**src/rtl/brf_pkg.sv**
```systemverilog
// Shared types and constants for the byte ring FIFO with search.
package brf_pkg;

  localparam int BRF_MAX_SLOTS_DEF    = 64;
  localparam int BRF_RING_SLOTS_RESET = 64;
  localparam int BRF_KIND_W           = 3;
  localparam int BRF_BYTE_W           = 8;
  localparam int BRF_OFF_W            = 6;
  localparam int BRF_CFG_W            = 7;

  typedef enum logic [BRF_KIND_W-1:0] {
    KIND_PUSH  = 3'd0,
    KIND_POP   = 3'd1,
    KIND_PEEK  = 3'd2,
    KIND_DROP  = 3'd3,
    KIND_FIND  = 3'd4,
    KIND_CLEAR = 3'd5
  } kind_t;

  typedef enum logic [2:0] {
    ST_IDLE,
    ST_EXEC,
    ST_READ,
    ST_SCAN,
    ST_DONE
  } state_t;

  // controller -> datapath
  typedef struct packed {
    logic load_item;
    logic exec_op;
    logic take_read;
    logic scan_step;
  } cmd_t;

  // datapath -> controller
  typedef struct packed {
    logic needs_read;
    logic scan_start;
    logic scan_hit;
    logic scan_last;
  } status_t;

endpackage

```
**src/rtl/brf_dp.sv**
```systemverilog
// Ring storage, pointers, fill count and result registers.
module brf_dp
  import brf_pkg::*;
#(
  parameter int MAX_SLOTS = BRF_MAX_SLOTS_DEF
) (
  input  logic                  clk,
  input  logic                  rst,
  input  logic                  cfg_we,
  input  logic [BRF_CFG_W-1:0]  cfg_slots,
  input  logic [BRF_KIND_W-1:0] in_kind,
  input  logic [BRF_BYTE_W-1:0] in_byte,
  input  logic [BRF_OFF_W-1:0]  in_off,
  input  cmd_t                  cmd,
  output status_t               status,
  output logic [BRF_BYTE_W-1:0] read_byte,
  output logic                  ok,
  output logic [BRF_OFF_W-1:0]  found_offset,
  output logic [BRF_OFF_W-1:0]  fill_count,
  output logic                  is_empty,
  output logic                  is_full
);

  localparam int PTR_W = $clog2(MAX_SLOTS);
  localparam int SW    = $clog2(MAX_SLOTS + 1);
  localparam int AW    = ((SW > BRF_OFF_W) ? SW : BRF_OFF_W) + 1;
  localparam int CW    = ((SW > BRF_CFG_W) ? SW : BRF_CFG_W) + 1;
  localparam int RESET_SLOTS =
    (BRF_RING_SLOTS_RESET > MAX_SLOTS) ? MAX_SLOTS : BRF_RING_SLOTS_RESET;

  logic [BRF_BYTE_W-1:0] mem [MAX_SLOTS];
  logic [BRF_BYTE_W-1:0] mem_q;

  logic [SW-1:0]         slots;
  logic [PTR_W-1:0]      head, tail;
  logic [SW-1:0]         fill;

  logic [BRF_KIND_W-1:0] op_kind;
  logic [BRF_BYTE_W-1:0] op_byte;
  logic [BRF_OFF_W-1:0]  op_off;

  logic [SW-1:0]         scan_idx;
  logic [PTR_W-1:0]      scan_ptr;

  logic [BRF_BYTE_W-1:0] res_byte;
  logic                  res_ok;
  logic [BRF_OFF_W-1:0]  res_fo;

  logic [AW-1:0]         fill_w, off_w, drop_n;
  logic                  peek_ok, is_full_i;
  logic [PTR_W-1:0]      rd_addr;
  logic                  rd_en;
  logic [CW-1:0]         cfg_w, cfg_clamped;
  kind_t                 kind;

  // pointer + n, n below slots
  function automatic logic [PTR_W-1:0] wrap_add(input logic [PTR_W-1:0] p,
                                                input logic [AW-1:0]    n,
                                                input logic [SW-1:0]    s);
    logic [AW-1:0] sum;
    sum = AW'(p) + n;
    if (sum >= AW'(s)) sum = sum - AW'(s);
    return PTR_W'(sum);
  endfunction

  assign kind      = kind_t'(op_kind);
  assign fill_w    = AW'(fill);
  assign off_w     = AW'(op_off);
  assign peek_ok   = off_w < fill_w;
  assign drop_n    = (off_w > fill_w) ? fill_w : off_w;
  assign is_full_i = fill == (slots - SW'(1));

  assign status.needs_read = ((kind == KIND_POP) && (fill != '0)) ||
                             ((kind == KIND_PEEK) && peek_ok);
  assign status.scan_start = (kind == KIND_FIND) && (fill != '0);
  assign status.scan_hit   = mem_q == op_byte;
  assign status.scan_last  = (AW'(scan_idx) + AW'(1)) == fill_w;

  assign cfg_w       = CW'(cfg_slots);
  assign cfg_clamped = (cfg_w < CW'(2)) ? CW'(2) :
                       (cfg_w > CW'(MAX_SLOTS)) ? CW'(MAX_SLOTS) : cfg_w;

  // read address: head for pop/find, head+offset for peek, walker during scan
  always_comb begin
    rd_en   = cmd.exec_op || cmd.scan_step;
    rd_addr = head;
    if (cmd.scan_step) begin
      rd_addr = scan_ptr;
    end else if (kind == KIND_PEEK) begin
      rd_addr = wrap_add(head, off_w, slots);
    end
  end

  always_ff @(posedge clk) begin
    if (rd_en) mem_q <= mem[rd_addr];
  end

  always_ff @(posedge clk) begin
    if (cmd.exec_op && (kind == KIND_PUSH) && !is_full_i) mem[tail] <= op_byte;
  end

  // ring control state
  always_ff @(posedge clk) begin
    if (rst) begin
      slots <= SW'(RESET_SLOTS);
      head  <= '0;
      tail  <= '0;
      fill  <= '0;
    end else if (cfg_we) begin
      slots <= SW'(cfg_clamped);
      head  <= '0;
      tail  <= '0;
      fill  <= '0;
    end else if (cmd.exec_op) begin
      case (kind)
        KIND_PUSH: begin
          if (!is_full_i) begin
            tail <= wrap_add(tail, AW'(1), slots);
            fill <= fill + SW'(1);
          end
        end
        KIND_POP: begin
          if (fill != '0) begin
            head <= wrap_add(head, AW'(1), slots);
            fill <= fill - SW'(1);
          end
        end
        KIND_DROP: begin
          head <= wrap_add(head, drop_n, slots);
          fill <= fill - SW'(drop_n);
        end
        KIND_CLEAR: begin
          head <= '0;
          tail <= '0;
          fill <= '0;
        end
        default: begin
          fill <= fill;
        end
      endcase
    end
  end

  // request latch, scan walker and result registers
  always_ff @(posedge clk) begin
    if (cmd.load_item) begin
      op_kind <= in_kind;
      op_byte <= in_byte;
      op_off  <= in_off;
    end
    if (cmd.exec_op) begin
      res_byte <= '0;
      res_fo   <= '0;
      scan_idx <= '0;
      scan_ptr <= wrap_add(head, AW'(1), slots);
      case (kind)
        KIND_PUSH:  res_ok <= !is_full_i;
        KIND_POP:   res_ok <= fill != '0;
        KIND_PEEK:  res_ok <= peek_ok;
        KIND_DROP:  res_ok <= 1'b1;
        KIND_CLEAR: res_ok <= 1'b1;
        default:    res_ok <= 1'b0;
      endcase
    end
    if (cmd.take_read) res_byte <= mem_q;
    if (cmd.scan_step) begin
      if (status.scan_hit) begin
        res_ok <= 1'b1;
        res_fo <= BRF_OFF_W'(scan_idx);
      end else begin
        scan_idx <= scan_idx + SW'(1);
        scan_ptr <= wrap_add(scan_ptr, AW'(1), slots);
      end
    end
  end

  assign read_byte    = res_byte;
  assign ok           = res_ok;
  assign found_offset = res_fo;
  assign fill_count   = fill_w[BRF_OFF_W-1:0];
  assign is_empty     = fill == '0;
  assign is_full      = is_full_i;

  a_head_in_ring: assert property (@(posedge clk) disable iff (rst)
    AW'(head) < AW'(slots) && AW'(tail) < AW'(slots))
    else $error("ring pointer outside the active slots");

  a_fill_below_cap: assert property (@(posedge clk) disable iff (rst)
    fill < slots)
    else $error("fill count reached the slot count");

  a_tail_tracks_fill: assert property (@(posedge clk) disable iff (rst)
    wrap_add(head, fill_w, slots) == tail)
    else $error("tail does not equal head plus fill");

  a_scan_in_range: assert property (@(posedge clk) disable iff (rst)
    cmd.scan_step |-> AW'(scan_idx) < fill_w)
    else $error("search walked past the stored bytes");

endmodule

```
**config.mk**
```make
export PLATFORM = sky130hd
export DESIGN_NAME = brf_dp
export DESIGN_NICKNAME = d
export VERILOG_FILES = /design/src/rtl/brf_pkg.sv /design/src/rtl/brf_dp.sv
export SDC_FILE = /design/constraint.sdc
export NUM_CORES = 1
export LEC_CHECK = 0
export BUFFER_PORTS_ARGS = -buffer_cell sky130_fd_sc_hd__buf_2
export CAP_MARGIN = 0
export CORE_UTILIZATION = 45
export DETAILED_ROUTE_END_ITERATION = 12
export PLACE_DENSITY = 0.71
export SETUP_SLACK_MARGIN = 0.15
export SLEW_MARGIN = 10
export SYNTH_ARGS = -nofsm -noshare
export SYNTH_HDL_FRONTEND = slang
export SYNTH_SLANG_ARGS = --single-unit
export TNS_END_PERCENT = 50
```
**constraint.sdc**
```tcl
create_clock -name clk -period 5.9 [get_ports clk]
set_clock_uncertainty 0.1 [all_clocks]
set_input_delay 1.18 -clock clk [delete_from_list [all_inputs] [get_ports clk]]
set_output_delay 1.18 -clock clk [all_outputs]
set_load 0.05 [all_outputs]
```
Yosys cells after proc, flatten, opt, wreduce, memory -nomap -nowiden
Memories as Yosys holds them, arrays and structs flattened. A register that Yosys moved wholly into a read port is not among the register bits.
Index checks and enable logic that the tools add are counted.
- flip-flop bits (word level): 71
- memory bits (writable): 512
- bits of input ports: 31
- output and inout bits: 27
- logic and storage cells: 102
- memories kept: 1
- memories (memory ; words ; width ; read ports ; clocked after Yosys merged registers in ; write ports ; line ; text):
    mem ; 64 ; 8 ; 1 ; 1 ; 1 ; brf_dp.sv:31 ; logic [BRF_BYTE_W-1:0] mem [MAX_SLOTS];
- add/subtract/negate cells: 16
- magnitude comparators: 9
- eq/ne operators: 10
- multiplexer cells: 34
- reduce and logical (&&, ||, !) cells: 20
- operators by type and width (operator ; number):
    $mux W6 ; 15
    $mux W7 ; 8
    $sub A6 B6 Y6 ; 5
    $ge A7 B7 Y1 ; 4
    $pmux W7 S4 ; 1
    $add A6 B1 Y7 const B ; 3
    $pmux W6 S3 ; 1
    $mux W8 ; 2
    $add A7 B1 Y7 const B ; 2
    $sub A7 B1 Y7 const B ; 2
    $pmux W6 S2 ; 1
    $add A6 B7 Y8 ; 1
    $add A7 B1 Y8 const B ; 1
    $eq A8 B7 Y1 ; 1
    $eq A8 B8 Y1 ; 1
    $ge A8 B7 Y1 ; 1
    $add A6 B6 Y7 ; 1
    $eq A7 B7 Y1 ; 1
    $gt A6 B7 Y1 ; 1
    $gt A7 B7 Y1 const B ; 1
    $logic_not A7 Y1 ; 1
    $lt A6 B7 Y1 ; 1
    $lt A7 B2 Y1 const B ; 1
    $reduce_bool A7 Y1 ; 1
    18 further kinds ; 32

Logic depth before layout (Yosys ltp)
- depth after elaboration: 7
- gate-level depth with buffers: 27
- gate-level depth less buffers: 26

Least setup slack after synthesis
Ideal clock, no wire load.
- path kind: reg2out
- start: register scan_idx[0]
- end: output port status[0] in the netlist's numbering
- arrival: 3.629 ns
- path slack: 0.991 ns
- stages on the path, launching flop included: 8
- path buffers: 0
- cells stage by stage: dfxtp_1 ha_1 and2_1 o21ai_0 o311ai_0 o31ai_1 nand4_1 a2111oi_0
- RTL lines (element ; line ; text):
    start, declared ; brf_dp.sv:42 ; logic [SW-1:0] scan_idx;
    start signal, assigned ; brf_dp.sv:171 ; scan_idx <= scan_idx + SW'(1);
    end, declared ; brf_dp.sv:15 ; output status_t status,

Worst setup path in the final report
- start: register op_off[1]
- end: register mem_q[1] (read register of mem) (data pin)
- cells in the longest elaborated chain, start to end: 5
- elaborated cells between the ends (all ways): 6
- classes of those cells: add/sub (2); order compare (1); mux (3)
- ends and longest elaborated chain (element ; line ; text):
    start, declared ; brf_dp.sv:40 ; logic [BRF_OFF_W-1:0] op_off;
    start signal, assigned ; brf_dp.sv:149 ; op_off <= in_off;
    $add A6 B6 Y7 * ; brf_dp.sv:61 ; sum = AW'(p) + n;
    $sub A6 B6 Y6 / $ge A7 B7 Y1 (equally long branches) ; brf_dp.sv:62 ; if (sum >= AW'(s)) sum = sum - AW'(s);
    $mux W6 * ; brf_dp.sv:62 ;
    $mux W6 * ; brf_dp.sv:89 ; end else if (kind == KIND_PEEK) begin
    $mux W6 * ; brf_dp.sv:87 ; if (cmd.scan_step) begin
    end, declared ; brf_dp.sv:32 ; logic [BRF_BYTE_W-1:0] mem_q;
Mark *: on every way between the ends. The rest lies on a longest branch, timed or not.
A chain may end at the register's enable or synchronous reset.

==> flow_metrics.env <==
export IMPL_synth_area_leaders="edfxtp_1 61%, nand2_1 6.1%, dfxtp_1 3.4%"
export IMPL_finalPower_mw=11.0
export IMPL_placed_cells=3042
export IMPL_overflow=0
export IMPL_num_rows=89
export IMPL_fmax_mhz=182
export IMPL_yosys_most_used_dff="edfxtp_1"
export IMPL_synth_top_area_share_pct=60.8
export IMPL_ys_warn_count=0
export IMPL_critPathMaxStageDelay_ns=0.67
export IMPL_synth_edff_count=545
export IMPL_min_period_over_period_pct=93.4
export IMPL_via_per_inst=5.90
export IMPL_synth_nets=2366
export IMPL_cts_sinks=591
export IMPL_place_hpwl_mm=46.4
export IMPL_ios=58
export IMPL_synth_most_common_cell="edfxtp_1"
export IMPL_ant_nets=0
export IMPL_p_leak_nw=10.8
export IMPL_io_buffer_count=57
export IMPL_crit_type="flip-flop to flip-flop"
export IMPL_cp_max_fo=49
export IMPL_tightestPinTransition_ns=1.07
export IMPL_numCtsBuffers=59
export IMPL_fin_ws_ns=0.392
export IMPL_async_flop_share_pct=0
export IMPL_peakVddDrop_uv=230
export IMPL_die_width_um=247
export IMPL_postLayoutCellArea_mm2=0.0304
export IMPL_grt_pass1_vias=18100
export IMPL_design_die_area_mm2=0.0608
export IMPL_holdWs_ns=0.386
export IMPL_slew_headroom_pct=28.2
export IMPL_start_util_pct=45.6
export IMPL_worst_endpoint_arrival_ns=5.78
export IMPL_dr_first_iter_drc_count=2174
export IMPL_grt_max_degree=66
export IMPL_worstSkewPairLatency_ns=0.64
export IMPL_place_area_mm2=0.0283
export IMPL_grt_setup_unrepaired="no"
export IMPL_tns_ns=0
export IMPL_hold_viol=0
export IMPL_syn_avg_cell_area_um2=11.9
export IMPL_crit_buf_inv=2
export IMPL_drt_wl_total_mm=73.0
export IMPL_fin_util_pct=51.6
export IMPL_holdCritPathClass="flip-flop to flip-flop"
export IMPL_drv_cap=0
export IMPL_drc=0
export IMPL_ys_types=69
export IMPL_yosysSeqAreaShare_pct=64.2
export IMPL_track_usage_pct=23.8
export IMPL_start_kind="flip-flop"
export IMPL_grt_pass1_wl_mm=109
export IMPL_netlist_instances=2263
export IMPL_clk_pin_slew_ns=0.06
export IMPL_n_antenna_cell=0
export IMPL_num_vias=18700
export IMPL_clockRootBuffer="clkbuf_16"
export IMPL_drive_gt1_share_pct=11.6
export IMPL_nFillCells=5007
export IMPL_grt_antenna_before_repair=1
export IMPL_status="completed"
export IMPL_chipHeight_um=247
export IMPL_min_period_ns=5.51
export IMPL_wl_per_cell_um=23.1
export IMPL_drt_first_pass_iters=6
export IMPL_crit_family="compound AO/OA/AOI/OAI gates"
export IMPL_finalNonFillerCells=3165
export IMPL_crit_path_top_delay_cell="a211oi_4"
export IMPL_coreArea_mm2=0.0590
export IMPL_cts_tree="yes"
export IMPL_setup_viol=0
export IMPL_worstPathCellList="ha_1, a211oi_2, o21bai_1, a21oi_1, xor2_1, inv_1, ha_1, nand2_1, o21ai_0, a211oi_4, a211oi_4, buf_6, a211oi_1, a21oi_1, nand4_1, or4_1"
export IMPL_place_ws_ns=0.265
export IMPL_p_per_area_mw_per_mm2=363
export IMPL_num_nets_final=2448
export IMPL_h_tree_depth=2
export IMPL_yosysTopAreaCell="edfxtp_1"
export IMPL_end_kind="flip-flop"
export IMPL_cts_buffer_depth=3
export IMPL_drv_slew=0
export IMPL_place_congestion=0.928
export IMPL_worstPathRequired_ns=6.17
export IMPL_syn_area_mm2=0.0269
export IMPL_synth_common_cells="545 x edfxtp_1, 436 x nand2_1, 172 x nand3_1"
export IMPL_ys_ff_latch=591
export IMPL_synthToLayoutAreaGrowth_pct=13.1
[sequential cells by signal, indices dropped and copies added, names as in the netlist, 3 cells and up]
name	count
found_offset	6
read_byte	8
slots	7
op_off	6
head	6
op_byte	8
kind	3
scan_ptr	6
scan_idx	7
mem	512
tail	6
fill	7
mem_q	8
[routing by layer]
layer,up-vias,share of wire (%),track usage [%]
met5,-,0.018,0
met4,2,4.5,10.1
met3,229,9.1,5.24
met2,903,47,38.0
met1,9093,40,31.3
li1,8451,-,-
[worst register-to-register path: cells and delay by family (launching register included)]
family | cells | cell delay [ns]
compound gates | 8 | 2.40
xor+xnor | 1 | 0.28
fa+ha+maj | 2 | 0.67
buf+inv | 2 | 0.54
flops | 1 | 0.45
simple gates | 3 | 0.80
[layout make-up]
type	instances	area [um2]	area share, %
Clock inverter	40	465	1.53
Multi-Input combinational cell	1500	8950	29.4
Timing Repair Buffer	146	1080	3.56
Inverter	47	176	0.580
Clock buffer	68	1510	4.96
Tap cell	773	967	3.18
Sequential cell	591	17300	56.8
[repair_timing]
item,CTS,global route
endpoints found under the setup margin,0,14
hold endpoints to repair,0,0
buffers inserted,0,13
gates resized for setup,0,9
hold buffers,0,0
[power by group]
| group | total [mW] | switching, mW | internal, mW |
|---|---|---|---|
| Clock | 3.85 | 1.61 | 2.24 |
| Combinational | 2.36 | 1.54 | 0.817 |
| Sequential | 4.84 | 0.133 | 4.71 |
[worst paths after layout]
path                    from               to  slack (ns)  cells past startpoint
min reg2reg  found_offset[1]  found_offset[1]        0.39                      2
max                op_off[1]         mem_q[1]        0.39                     16
min          found_offset[1]  found_offset[1]        0.39                      2
max reg2reg        op_off[1]         mem_q[1]        0.39                     16
[cells by family after synthesis]
logic type / after synthesis / share of synthesized area, %
compound gates: 348 / 8.18
xor+xnor: 62 / 2.02
fa+ha+maj: 72 / 3.57
buf+inv: 174 / 2.84
flops: 591 / 64.2
mux: 89 / 3.39
simple gates: 927 / 15.8
[cells in the final DEF (no fill, tap or decap), types with 35 or more instances in the layout]
master	netlist	final
mux2i_1	72	72
clkbuf_16	0	59
buf_2	35	57
dfxtp_1	46	46
a21oi_1	98	97
inv_1	47	47
o21ai_0	70	69
a211oi_1	43	41
edfxtp_1	545	545
and3_1	55	55
nand2_1	436	435
xnor2_1	43	43
nand3_1	172	172
nor2_1	123	122
buf_4	12	78
ha_1	64	64
a31oi_1	35	35
Power figures use the tool's default switching activity.
