**config.mk**
```make
export PLATFORM = sky130hd
export DESIGN_NAME = brf_ctrl
export DESIGN_NICKNAME = d
export VERILOG_FILES = /design/src/rtl/brf_pkg.sv /design/src/rtl/brf_ctrl.sv
export SDC_FILE = /design/constraint.sdc
export NUM_CORES = 1
export LEC_CHECK = 0
export BUFFER_PORTS_ARGS = -buffer_cell sky130_fd_sc_hd__buf_2
export CORE_AREA = 2 2 39 41
export CTS_CLUSTER_SIZE = 10
export DETAILED_ROUTE_END_ITERATION = 12
export DIE_AREA = 0 0 41 43
export PLACE_DENSITY = 0.46
export REMOVE_ABC_BUFFERS = 1
export SYNTH_ARGS = -nofsm -noshare
export SYNTH_HDL_FRONTEND = slang
export SYNTH_SLANG_ARGS = --single-unit
```
**constraint.sdc**
```tcl
create_clock -name clk -period 2.9 [get_ports clk]
set_input_delay 0.29 -clock clk [delete_from_list [all_inputs] [get_ports clk]]
set_output_delay 0.29 -clock clk [all_outputs]
set_load 0.02 [all_outputs]
```
**src/rtl/brf_pkg.sv**
```systemverilog
// Shared types and constants for the byte ring FIFO with search.
package brf_pkg;

  localparam int BRF_MAX_SLOTS_DEF    = 64;
  localparam int BRF_RING_SLOTS_RESET = 64;
  localparam int BRF_KIND_W           = 3;
  localparam int BRF_BYTE_W           = 8;
  localparam int BRF_OFF_W            = 6;
  localparam int BRF_CFG_W            = 7;

  typedef enum logic [BRF_KIND_W-1:0] {
    KIND_PUSH  = 3'd0,
    KIND_POP   = 3'd1,
    KIND_PEEK  = 3'd2,
    KIND_DROP  = 3'd3,
    KIND_FIND  = 3'd4,
    KIND_CLEAR = 3'd5
  } kind_t;

  typedef enum logic [2:0] {
    ST_IDLE,
    ST_EXEC,
    ST_READ,
    ST_SCAN,
    ST_DONE
  } state_t;

  // controller -> datapath
  typedef struct packed {
    logic load_item;
    logic exec_op;
    logic take_read;
    logic scan_step;
  } cmd_t;

  // datapath -> controller
  typedef struct packed {
    logic needs_read;
    logic scan_start;
    logic scan_hit;
    logic scan_last;
  } status_t;

endpackage

```
**src/rtl/brf_ctrl.sv**
```systemverilog
// Sequencing state machine for the byte ring FIFO.
module brf_ctrl
  import brf_pkg::*;
(
  input  logic    clk,
  input  logic    rst,
  input  logic    item_valid,
  output logic    item_ready,
  output logic    result_valid,
  input  logic    result_ready,
  input  status_t status,
  output cmd_t    cmd
);

  state_t state, state_next;

  always_ff @(posedge clk) begin
    if (rst) begin
      state <= ST_IDLE;
    end else begin
      state <= state_next;
    end
  end

  always_comb begin
    state_next = state;
    case (state)
      ST_IDLE: begin
        if (item_valid) state_next = ST_EXEC;
      end
      ST_EXEC: begin
        if (status.needs_read)      state_next = ST_READ;
        else if (status.scan_start) state_next = ST_SCAN;
        else                        state_next = ST_DONE;
      end
      ST_READ: begin
        state_next = ST_DONE;
      end
      ST_SCAN: begin
        if (status.scan_hit || status.scan_last) state_next = ST_DONE;
      end
      ST_DONE: begin
        if (result_ready) state_next = ST_IDLE;
      end
      default: begin
        state_next = ST_IDLE;
      end
    endcase
  end

  always_comb begin
    item_ready    = 1'b0;
    result_valid  = 1'b0;
    cmd           = '0;
    case (state)
      ST_IDLE: begin
        item_ready    = 1'b1;
        cmd.load_item = item_valid;
      end
      ST_EXEC: begin
        cmd.exec_op = 1'b1;
      end
      ST_READ: begin
        cmd.take_read = 1'b1;
      end
      ST_SCAN: begin
        cmd.scan_step = 1'b1;
      end
      ST_DONE: begin
        result_valid = 1'b1;
      end
      default: begin
        cmd = '0;
      end
    endcase
  end

endmodule

```
Word-level counts from Yosys, hierarchy flattened

Cells that the tools add are included.

Bits in registers: 3
Output and inout bits: 6
Word-level logic and storage cells: 23

Equality and inequality tests: 7
Mux-type cells: 12
Reductions and logical operators: 3

Operators by type and width:

| cell                                                            | count |
|---|---|
| 3-bit 2-to-1 mux                                                | 5 |
| 3-bit case mux with 5 select lines                              | 1 |
| 3-bit by 2-bit == test with 1-bit output, second input constant | 2 |
| 1-bit 2-to-1 mux                                                | 6 |
| 2-bit inequality test, second input constant                    | 3 |
| 3-bit by 1-bit == test with 1-bit output, second input constant | 1 |
| 3-bit == test, second input constant                            | 1 |
| 3-bit logical NOT                                               | 1 |
| 3-bit AND reduction                                             | 1 |
| 1-bit logical OR                                                | 1 |

Depth between registers and ports, before layout

Gate-level depths: netlist of the first run.

Word-level depth: 3
Gate-level depth with buffers: 4

Worst setup path after synthesis of the first run

No wires, ideal clock.

Kind: register to output
From: register state[1]
To: output port cmd[3] (netlist bit)
Arrival: 1.337 ns
Required time: 2.610 ns
Path slack: 1.273 ns
Cell stages (with the launch flop): 4
Cell sequence: dfxtp_1 buf_4 nor3_1 and2_1

RTL lines:

| element                  | line           | source |
|---|---|---|
| start: declaration       | brf_ctrl.sv:15 | `state_t state, state_next;` |
| start signal: assignment | brf_ctrl.sv:21 | `state <= state_next;` |
| end: declaration         | brf_ctrl.sv:12 | `output cmd_t cmd` |

==> results of run 1 <==
## critical path, stage by stage, from the launching register on
cell and delay [ps]:
dfxtp_1 570, nor3_1 110, and2_1 170, buf_2 150
## how the worst max path moves through the flow
| stage | startpoint | end | depth (start not counted) |
|---|---|---|---|
| after floorplan | state[1] | cmd[3] | 2 |
| after global placement | state[1] | cmd[1] | 2 |
| after detailed placement | state[0] | state[2] | 3 |
| after CTS | state[1] | cmd[3] | 3 |
| after global routing | state[1] | cmd[3] | 3 |
| final | state[1] | cmd[3] | 3 |
## cell usage in the layout, fill, tap and decap left out
cell	instances
buf_2	13
nor3_1	3
clkbuf_4	3
dfxtp_1	3
inv_1	2
nor2_1	2
nor3b_1	1
and3_1	1
nand2_1	1
nor3b_4	1
and2_1	1
and4bb_1	1
nor4_1	1
nor4b_1	1
a221oi_1	1
a2111oi_2	1
o21ai_0	1
o31ai_1	1
nor4bb_1	1
a211oi_1	1
clkbuf_1	1
## final cells by class
class / count / area share
flip-flops and latches: 3 / 0.185
multi-input cells: 19 / 0.450
well taps: 16 / 0.0615
repair buffers: 13 / 0.200
clock buffers: 4 / 0.0808
inverters: 2 / 0.0231
## layer usage
metal,vias up,share of wire
met2,14,0.36
met1,104,0.52
li1,131,-
met3,0,0.11
met5,-,0
met4,0,0
## power by group
part	total (W)	leakage (nW)	internal, W	switching, W
clock network	0.0000719	0.0150	0.0000515	0.0000205
logic	0.0000347	0.104	0.0000157	0.0000190
registers	0.0000508	0.0245	0.0000440	0.00000681
total	0.000157	0.144	0.000111	0.0000463
## cell families after synthesis
| kind of cell | synth area share |
|---|---|
| DFF | 0.262 |
| AOI/OAI and AO/OA | 0.191 |
| and+or+nand+nor | 0.448 |
| buffers and inverters | 0.0984 |
## through the flow
step                hold slack [ps]  total power (W)  instance area [um2]
floorplan                       359        0.0000709                  214
global placement                502        0.0000859                  299
detailed placement              507        0.0000860                  299
CTS                             262         0.000161                  325
global route                    269         0.000171                  325
finish                          267         0.000157                  325
==> out/results.txt, run 1 <==
Run status: finished clean
Vias per inst: 4.37
Top reg by flops: state
Fill count: 163
Max Root-Sink Buffers: 2
# nets final: 50
CP Capture Type: output pin
Setup Buffers After CTS: 0
Worst Hold End: state[2]
Met3 Resource Use GR: 0.0471
Die area: 0.00176 mm2
Hold path cells: 2
First-pass GRT wire length: 1010 um
EDFF count, synth: 0
Share of layout cells above drive strength 1: 0.439
R2R setup slack: 1590 ps
Post-synthesis cell type count: 19
Area of the multi-input gates: 146 um2
Max-cap viol count: 0
R2r endpoint: state[2]
Worst VDD drop: 0.000109 V
CTS tree: built
Worst reg2reg path depth: 3
Via count: 249
Met2 Resource Use GR: 0.100
Commonest cells post-synth: dfxtp_1 (3), nor3_1 (3), buf_4 (2), inv_1 (2), nor2_1 (2)
Fin worst setup slack: 1380 ps
Num rows: 14
Drt pass-1 iters: 3
WP data arrival: 1230 ps
Total gr overflow: 0
Synth Warn #: 0
Die X: 41 um
Latest clock arrival within the worst-skew pair: 230 ps
Gate Count Post-Synth: 26
Total Wirelength: 621 um
Grt peak-use layer: met1
Finished Layout Cells: 57
Synth area leaders: dfxtp_1 (26%), nor3b_4 (8.2%), nor3_1 (6.6%)
Final Hold Viols: 0
Seq/Total Area, Yosys: 0.262
Vias in the first global route: 222
R2r startpoint: state[0]
Largest net degree at the start of global routing: 13
GR Layer Usage met1: 0.141
GRT Overall Usage: 0.0882
Total CTS buffers: 3
Setup violators final: 0
Unrepaired setup endpoints after global routing: no
Worst-path fanout max: 12
Mapped Area: 229 um2
IO Port Bufs: 13
Post-DP HPWL: 465 um
Avg Inst Size Synth: 8.81 um2
H-tree depth: 1
Ports: 14
Dpl ws: 1620 ps
Ys async rst share: 0
Final period util: 0.525
Clk sinks: 3
Rel. slew slack: 0.715
Final GP Congestion: 0.666
CTS Hold Buffers Added: 0
Fin Setup TNS: 0 ps
Crit Path Category: reg2out
FF+latch area: 60.1 um2
Top_reg_cell synth: dfxtp_1
Slew Limit Fails: 0
Antenna viol nets, final: 0
Die Height: 43 um
Initial Utilization: 0.165
Largest area contributor in the netlist: dfxtp_1
Max Freq: 0.656 GHz
Biggest regs: state (3)
DP Cell Count: 53
Synth top area share: 0.262
# diodes: 0
Power per standard cell area: 484 mW/mm2
Final setup skew: 0.745 ps
Pleak: 0.144 nW
Final Util: 0.235
Wire per inst: 10.9 um
Slew @ Worst Pin: 426 ps
Setup crit start kind: flip-flop
Clock-pin slew on the worst setup and hold paths: 30 ps
Initial antenna violation count: 0
CTS resizes: 0
Worst Min Path Start: rst
Layout Area Growth over Synthesis: 42.1%
Worst hold path class: in2reg
Max FFs per register: 3
Clock root buffer: clkbuf_4
Core box area: 0.00138 mm2
Worst endpoint required time: 2610 ps
DR iter-0 viols: 2
Min Tclk post-route: 1520 ps
Residual DRC: 0
Yosys reg bits: 3
(Power assumes the default switching activity.)
==> run 2, diff against run 1 <==
ABC_AREA = 1   (was not set)
clock period = 1.5 ns   (was 2.9 ns; I/O delays follow)
==> run 2 against run 1 <==
  * Power grew to 3.7 times the previous value
  * Sequential cell count did not move
  * Via count grew 9.2%
  * Sequential power grew to 2.8 times the previous value
  * Clock skew rose by 1.6 ps
  * Largest cell class unchanged
  * Largest power group is now combinational logic
==> out/results.txt, run 2 <==
Gate Count Post-Synth: 39 (was 26)
Wire per inst: 7.67 um (was 10.9 um)
CTS tree: built (unchanged)
Fin Setup TNS: 0 ps (unchanged)
Post-route cell area: 339 um2 (was 325 um2)
Latest clock arrival within the worst-skew pair: 240 ps (was 230 ps)
CTS resizes: 0 (unchanged)
Vias in the first global route: 226 (was 222)
Pleak: 0.196 nW (was 0.144 nW)
Die X: 41 um (unchanged)
Setup Buffers After CTS: 0 (unchanged)
R2R setup slack: 440 ps (was 1590 ps)
Final period util: 0.864
Antenna viol nets, final: 0 (unchanged)
Setup crit start kind: flip-flop (unchanged)
Min Tclk post-route: 1300 ps
Largest area contributor in the netlist: dfxtp_1 (unchanged)
Tot Pwr: 0.000576 W (was 0.000157 W)
Die Height: 43 um (unchanged)
CTS Hold Buffers Added: 0 (unchanged)
Synth top area share: 0.264 (was 0.262)
Final setup skew: 2.34 ps (was 0.745 ps)
Clock root buffer: clkbuf_4 (unchanged)
Ys async rst share: 0 (unchanged)
Num rows: 14 (unchanged)
Placed cell area: 313 um2 (was 299 um2)
Ports: 14 (unchanged)
CP Capture Type: output pin (unchanged)
Commonest non-fill, non-tap cell in the layout: buf_2 (unchanged)
Clock-pin slew on the worst setup and hold paths: 40 ps (was 30 ps)
Commonest cells post-synth: nor2_1 (9), nand2_1 (7), inv_1 (6) (was dfxtp_1 (3), nor3_1 (3), buf_4 (2), inv_1 (2), nor2_1 (2))
# diodes: 0 (unchanged)
Share of layout cells above drive strength 1: 0.411 (was 0.439)
Crit Path Category: reg2out (unchanged)
Commonest non-fill, non-tap cells in the layout: buf_2 (13), nor2_1 (9), nand2_1 (7) (was buf_2 (13), nor3_1 (3), clkbuf_4 (3), dfxtp_1 (3))
Post-synthesis cell type count: 13 (was 19)
Clk sinks: 3 (unchanged)
Worst-path fanout max: 6 (was 12)
Setup violators final: 0 (unchanged)
Unrepaired setup endpoints after global routing: no (unchanged)
Initial antenna violation count: 0 (unchanged)
Max Freq: 0.772 GHz
Final Hold Viols: 0 (unchanged)
Fin worst setup slack: 204 ps (was 1380 ps)
Most frequent cell after synthesis: nor2_1
Die area: 0.00176 mm2 (unchanged)
# nets final: 65 (was 50)
Worst endpoint required time: 1350 ps (was 2610 ps)
DR iter-0 viols: 4 (was 2)
Vias per inst: 3.78 (was 4.37)
Post-DP HPWL: 453 um (was 465 um)
Max Root-Sink Buffers: 2 (unchanged)
Power per standard cell area: 1700 mW/mm2 (was 484 mW/mm2)
Slew Limit Fails: 0 (unchanged)
Synth area leaders: dfxtp_1 (26%), nor2_1 (15%), nand2_1 (12%) (was dfxtp_1 (26%), nor3b_4 (8.2%), nor3_1 (6.6%))
Avg Inst Size Synth: 5.84 um2 (was 8.81 um2)
GRT Overall Usage: 0.0683 (was 0.0882)
Dpl ws: 436 ps (was 1620 ps)
First-pass GRT wire length: 793 um (was 1010 um)
EDFF count, synth: 0 (unchanged)
Total CTS buffers: 3 (unchanged)
Mapped Area: 228 um2 (was 229 um2)
Rel. slew slack: 0.851 (was 0.715)
Top_reg_cell synth: dfxtp_1 (unchanged)
Core box area: 0.00138 mm2 (unchanged)
Worst hold path class: in2reg (unchanged)
Biggest regs: state (3) (unchanged)
Max-cap viol count: 0 (unchanged)
Seq/Total Area, Yosys: 0.264 (was 0.262)
Synth Warn #: 0 (unchanged)
Final GP Congestion: 0.700 (was 0.666)
Slew @ Worst Pin: 224 ps (was 426 ps)
Run status: finished clean (unchanged)
Yosys reg bits: 3 (unchanged)
Via count: 272 (was 249)
H-tree depth: 1 (unchanged)
Layout Area Growth over Synthesis: 48.9% (was 42.1%)
Top reg by flops: state (unchanged)
WP data arrival: 1150 ps (was 1230 ps)
Largest net degree at the start of global routing: 7 (was 13)
Fill count: 165 (was 163)
Initial Utilization: 0.165 (about the same)
Worst VDD drop: 0.000362 V (was 0.000109 V)
Total gr overflow: 0 (unchanged)
Total Wirelength: 552 um (was 621 um)
Max FFs per register: 3 (unchanged)
Residual DRC: 0 (unchanged)
IO Port Bufs: 13 (unchanged)
Drt pass-1 iters: 2 (was 3)
Hold WS: 84.5 ps (was 267 ps)
==> run 2: per-stage QoR <==
step | std cells | utilization
final | 72 | 0.245
after global routing | 72 | 0.245
after CTS | 72 | 0.245
after detailed placement | 68 | 0.226
after global placement | 68 | 0.226
after floorplan | 39 | -
==> run 2: kinds of logic after synthesis <==
family / Yosys count / synth area share
buf+inv: 7 / 0.115
simple gates: 27 / 0.577
flops: 3 / 0.264
compound gates: 2 / 0.0439
==> run 2: worst paths after layout <==
path / start / to / cells past startpoint
worst max-delay path: state[1] / cmd[3] / 4
worst min-delay path: rst / state[1] / 2
worst max register to register: state[1] / state[0] / 6
worst min register to register: state[1] / state[0] / 4
==> run 2: cell type report <==
cell class / instances / area [um2] / area share
multi-input cells: 29 / 141 / 0.417
repair buffers: 13 / 65.1 / 0.192
flip-flops and latches: 3 / 60.1 / 0.177
clock buffers: 4 / 26.3 / 0.0775
inverters: 7 / 26.3 / 0.0775
well taps: 16 / 20.0 / 0.0590
==> run 2: metal layers <==
metal	up-vias	track usage	wire length, um
met5	-	0	0
met4	0	0.0800	20
met3	2	0	45
met2	10	0.0969	234
met1	108	0.0804	251
li1	152	-	-
==> run 2: worst max-delay path, stage by stage (launching register included) <==
cell     delay, ps
dfxtp_1        360
nor2_1         180
nand2_1        120
nor2_1          90
buf_2          160
==> run 2: where the power goes <==
| group | switching (W) | internal [W] |
|---|---|---|
| combinational | 0.000190 | 0.000102 |
| sequential | 0.0000361 | 0.000104 |
| clock | 0.0000437 | 0.0000998 |
| total | 0.000270 | 0.000306 |
==> run 3, diff against run 2 <==
ABC_AREA = not set   (was 1)
==> run 3 against run 2 <==
  * Routed wire length rose by 6.2%
  * Sequential share of layout area rose by 0.78 points
  * Sequential cell count did not move
  * First-iteration DRC count rose by 50%
  * Worst setup slack got worse by 25 ps
  * Largest power group is now clock
  * Utilization fell by 0.54 points
  * Critical path type unchanged
  * Cell area fell by 2.2%
  * Clock power barely moved
  * Via count fell by 8.1%
  * Sequential power fell by 30%
  * Register-to-register slack got worse by 240 ps
==> out/results.txt, run 3 (synthesis results as in run 1) <==
Run status: finished clean (unchanged)
Crit Path Category: reg2out (unchanged)
Stages on the worst setup path: 3 (was 4)
R2R setup slack: 200 ps (was 440 ps)
Total Wirelength: 586 um (was 552 um)
Max-cap viol count: 0 (unchanged)
CP max stage delay: 400 ps (was 360 ps)
Crit-path leading delay family: flip-flops (was simple AND/OR/NAND/NOR gates)
Top reg by flops: state (unchanged)
Worst-path fanout max: 10 (was 6)
Biggest regs: state (3) (unchanged)
Die area: 0.00176 mm2 (unchanged)
Worst endpoint required time: 1350 ps (about the same)
Rel. slew slack: 0.766 (was 0.851)
CTS tree: built (unchanged)
Clock-pin slew on the worst setup and hold paths: 40 ps (about the same)
Core box area: 0.00138 mm2 (unchanged)
Commonest non-fill, non-tap cells in the layout: buf_2 (13), clkbuf_4 (3) (was buf_2 (13), nor2_1 (9), nand2_1 (7))
Initial Utilization: 0.165 (about the same)
Max Root-Sink Buffers: 2 (unchanged)
Setup violators final: 0 (unchanged)
Sw Pwr: 0.0000923 W (was 0.000270 W)
Worst reg2reg path depth: 3 (was 6)
Fin worst setup slack: 180 ps (was 204 ps)
Ports: 14 (unchanged)
Dpl ws: 208 ps (was 436 ps)
Vias per inst: 4.39 (was 3.78)
CP Capture Type: output pin (unchanged)
Final Hold Viols: 0 (unchanged)
Max FFs per register: 3 (unchanged)
Unrepaired setup endpoints after global routing: no (unchanged)
Num rows: 14 (unchanged)
Slew @ Worst Pin: 351 ps (was 224 ps)
IO Port Bufs: 13 (unchanged)
Setup Buffers After CTS: 0 (unchanged)
Worst Hold End: state[2] (was state[1])
Worst Min Path Start: rst (unchanged)
Commonest non-fill, non-tap cell in the layout: buf_2 (unchanged)
Max Freq: 0.757 GHz (was 0.772 GHz)
Pleak: 0.145 nW (was 0.196 nW)
Combinational share of power: 0.224 (was 0.507)
Min Tclk post-route: 1320 ps (was 1300 ps)
# diodes: 0 (unchanged)
Die X: 41 um (unchanged)
First-pass GRT wire length: 986 um (was 793 um)
Final setup skew: 1.01 ps (was 2.34 ps)
Share of layout cells above drive strength 1: 0.488 (was 0.411)
Total CTS buffers: 3 (unchanged)
Final period util: 0.880 (was 0.864)
H-tree depth: 1 (unchanged)
GRT Overall Usage: 0.0862 (was 0.0683)
Fin Setup TNS: 0 ps (unchanged)
Layout Area Growth over Synthesis: 44.8% (was 48.9%)
Slew Limit Fails: 0 (unchanged)
Clock root buffer: clkbuf_4 (unchanged)
WP data arrival: 1170 ps (was 1150 ps)
Cell chain of the critical path: nor3_2, and2_1, buf_2 (was nor2_1, nand2_1, nor2_1, buf_2)
Switching share of total power: 0.299 (was 0.469)
Largest net degree at the start of global routing: 13 (was 7)
Total gr overflow: 0 (unchanged)
Residual DRC: 0 (unchanged)
Drt pass-1 iters: 3 (was 2)
Initial antenna violation count: 0 (unchanged)
Clk sinks: 3 (unchanged)
Power per standard cell area: 931 mW/mm2 (was 1700 mW/mm2)
# nets final: 50 (was 65)
Latest clock arrival within the worst-skew pair: 230 ps (was 240 ps)
Final GP Congestion: 0.722 (was 0.700)
Part of the power in registers: 0.317 (was 0.244)
Fill count: 161 (was 165)
R2r endpoint: state[2] (was state[0])
Via count: 250 (was 272)
Vias in the first global route: 228 (was 226)
Final Util: 0.240 (was 0.245)
R2r startpoint: state[0] (was state[1])
Clock Power Share: 0.459 (was 0.249)
DR iter-0 viols: 6 (was 4)
Post-DP HPWL: 453 um (about the same)
Slowest-stage cell, CP: dfxtp_1 (unchanged)
Wire per inst: 10.3 um (was 7.67 um)
Die Height: 43 um (unchanged)
Setup crit start kind: flip-flop (unchanged)
CTS Hold Buffers Added: 0 (unchanged)
CTS resizes: 0 (unchanged)
Worst hold path class: in2reg (unchanged)
Buf/Inv on CP: 1 (unchanged)
Worst VDD drop: 0.000181 V (was 0.000362 V)
Hold path cells: 2 (unchanged)
Antenna viol nets, final: 0 (unchanged)
Internal: 0.000216 W (was 0.000306 W)
run 3: changes by cell type in the layout (fill, tap and decap cells not counted), moves of 3 or more:
cell     before  now
nand2_1       7    1
nand3_1       4    0
nand2_2       3    0
inv_1         6    2
nor2_1        9    2
run 3: per-stage QoR:
step	total power (W)	hold slack (ps)	instances	area [um2]
CTS	0.000315	109	57	325
finish	0.000309	121	57	332
global route	0.000336	119	57	332
floorplan	0.000137	219	24	214
detailed placement	0.000166	367	53	299
global placement	0.000166	364	53	299
run 3: final cells by class:
cell class	instances	area, um2	area share
clock buffer	4	26.3	0.0792
timing repair buffer	13	65.1	0.196
inverter	2	7.51	0.0226
multi-input combinational	19	151	0.457
tap	16	20.0	0.0604
sequential	3	61.3	0.185
run 3: worst max-delay path by stage:
stage              from        to  slack (ps)
6_report       state[0]    cmd[3]         180
5_1_grt        state[0]  state[2]          70
4_1_cts        state[1]    cmd[1]         100
3_5_place_dp   state[0]  state[2]         210
3_3_place_gp   state[0]  state[2]         260
2_1_floorplan  state[1]    cmd[3]          80
run 3: per-layer routing:
metal | global-route usage | wire length, um | vias to the layer above
li1 | - | - | 130
met1 | 0.121 | 303 | 104
met2 | 0.0938 | 202 | 14
met3 | 0.0314 | 70 | 2
met4 | 0.0800 | 10 | 0
met5 | 0 | 0 | -
run 3: power groups by stage:
stage / Combinational, W / Sequential, W / Clock [W]
global route: 0.0000762 / 0.000100 / 0.000160
finish: 0.0000690 / 0.0000978 / 0.000142
detailed placement: 0.0000679 / 0.0000980 / 0
floorplan: 0.0000418 / 0.0000953 / 0
global placement: 0.0000677 / 0.0000983 / 0
CTS: 0.0000679 / 0.0000967 / 0.000150
run 3: worst register-to-register path, stage by stage, from the launching register on:
cell and delay (ps):
dfxtp_1 520, nor4b_1 290, a221oi_1 110, a2111oi_2 280
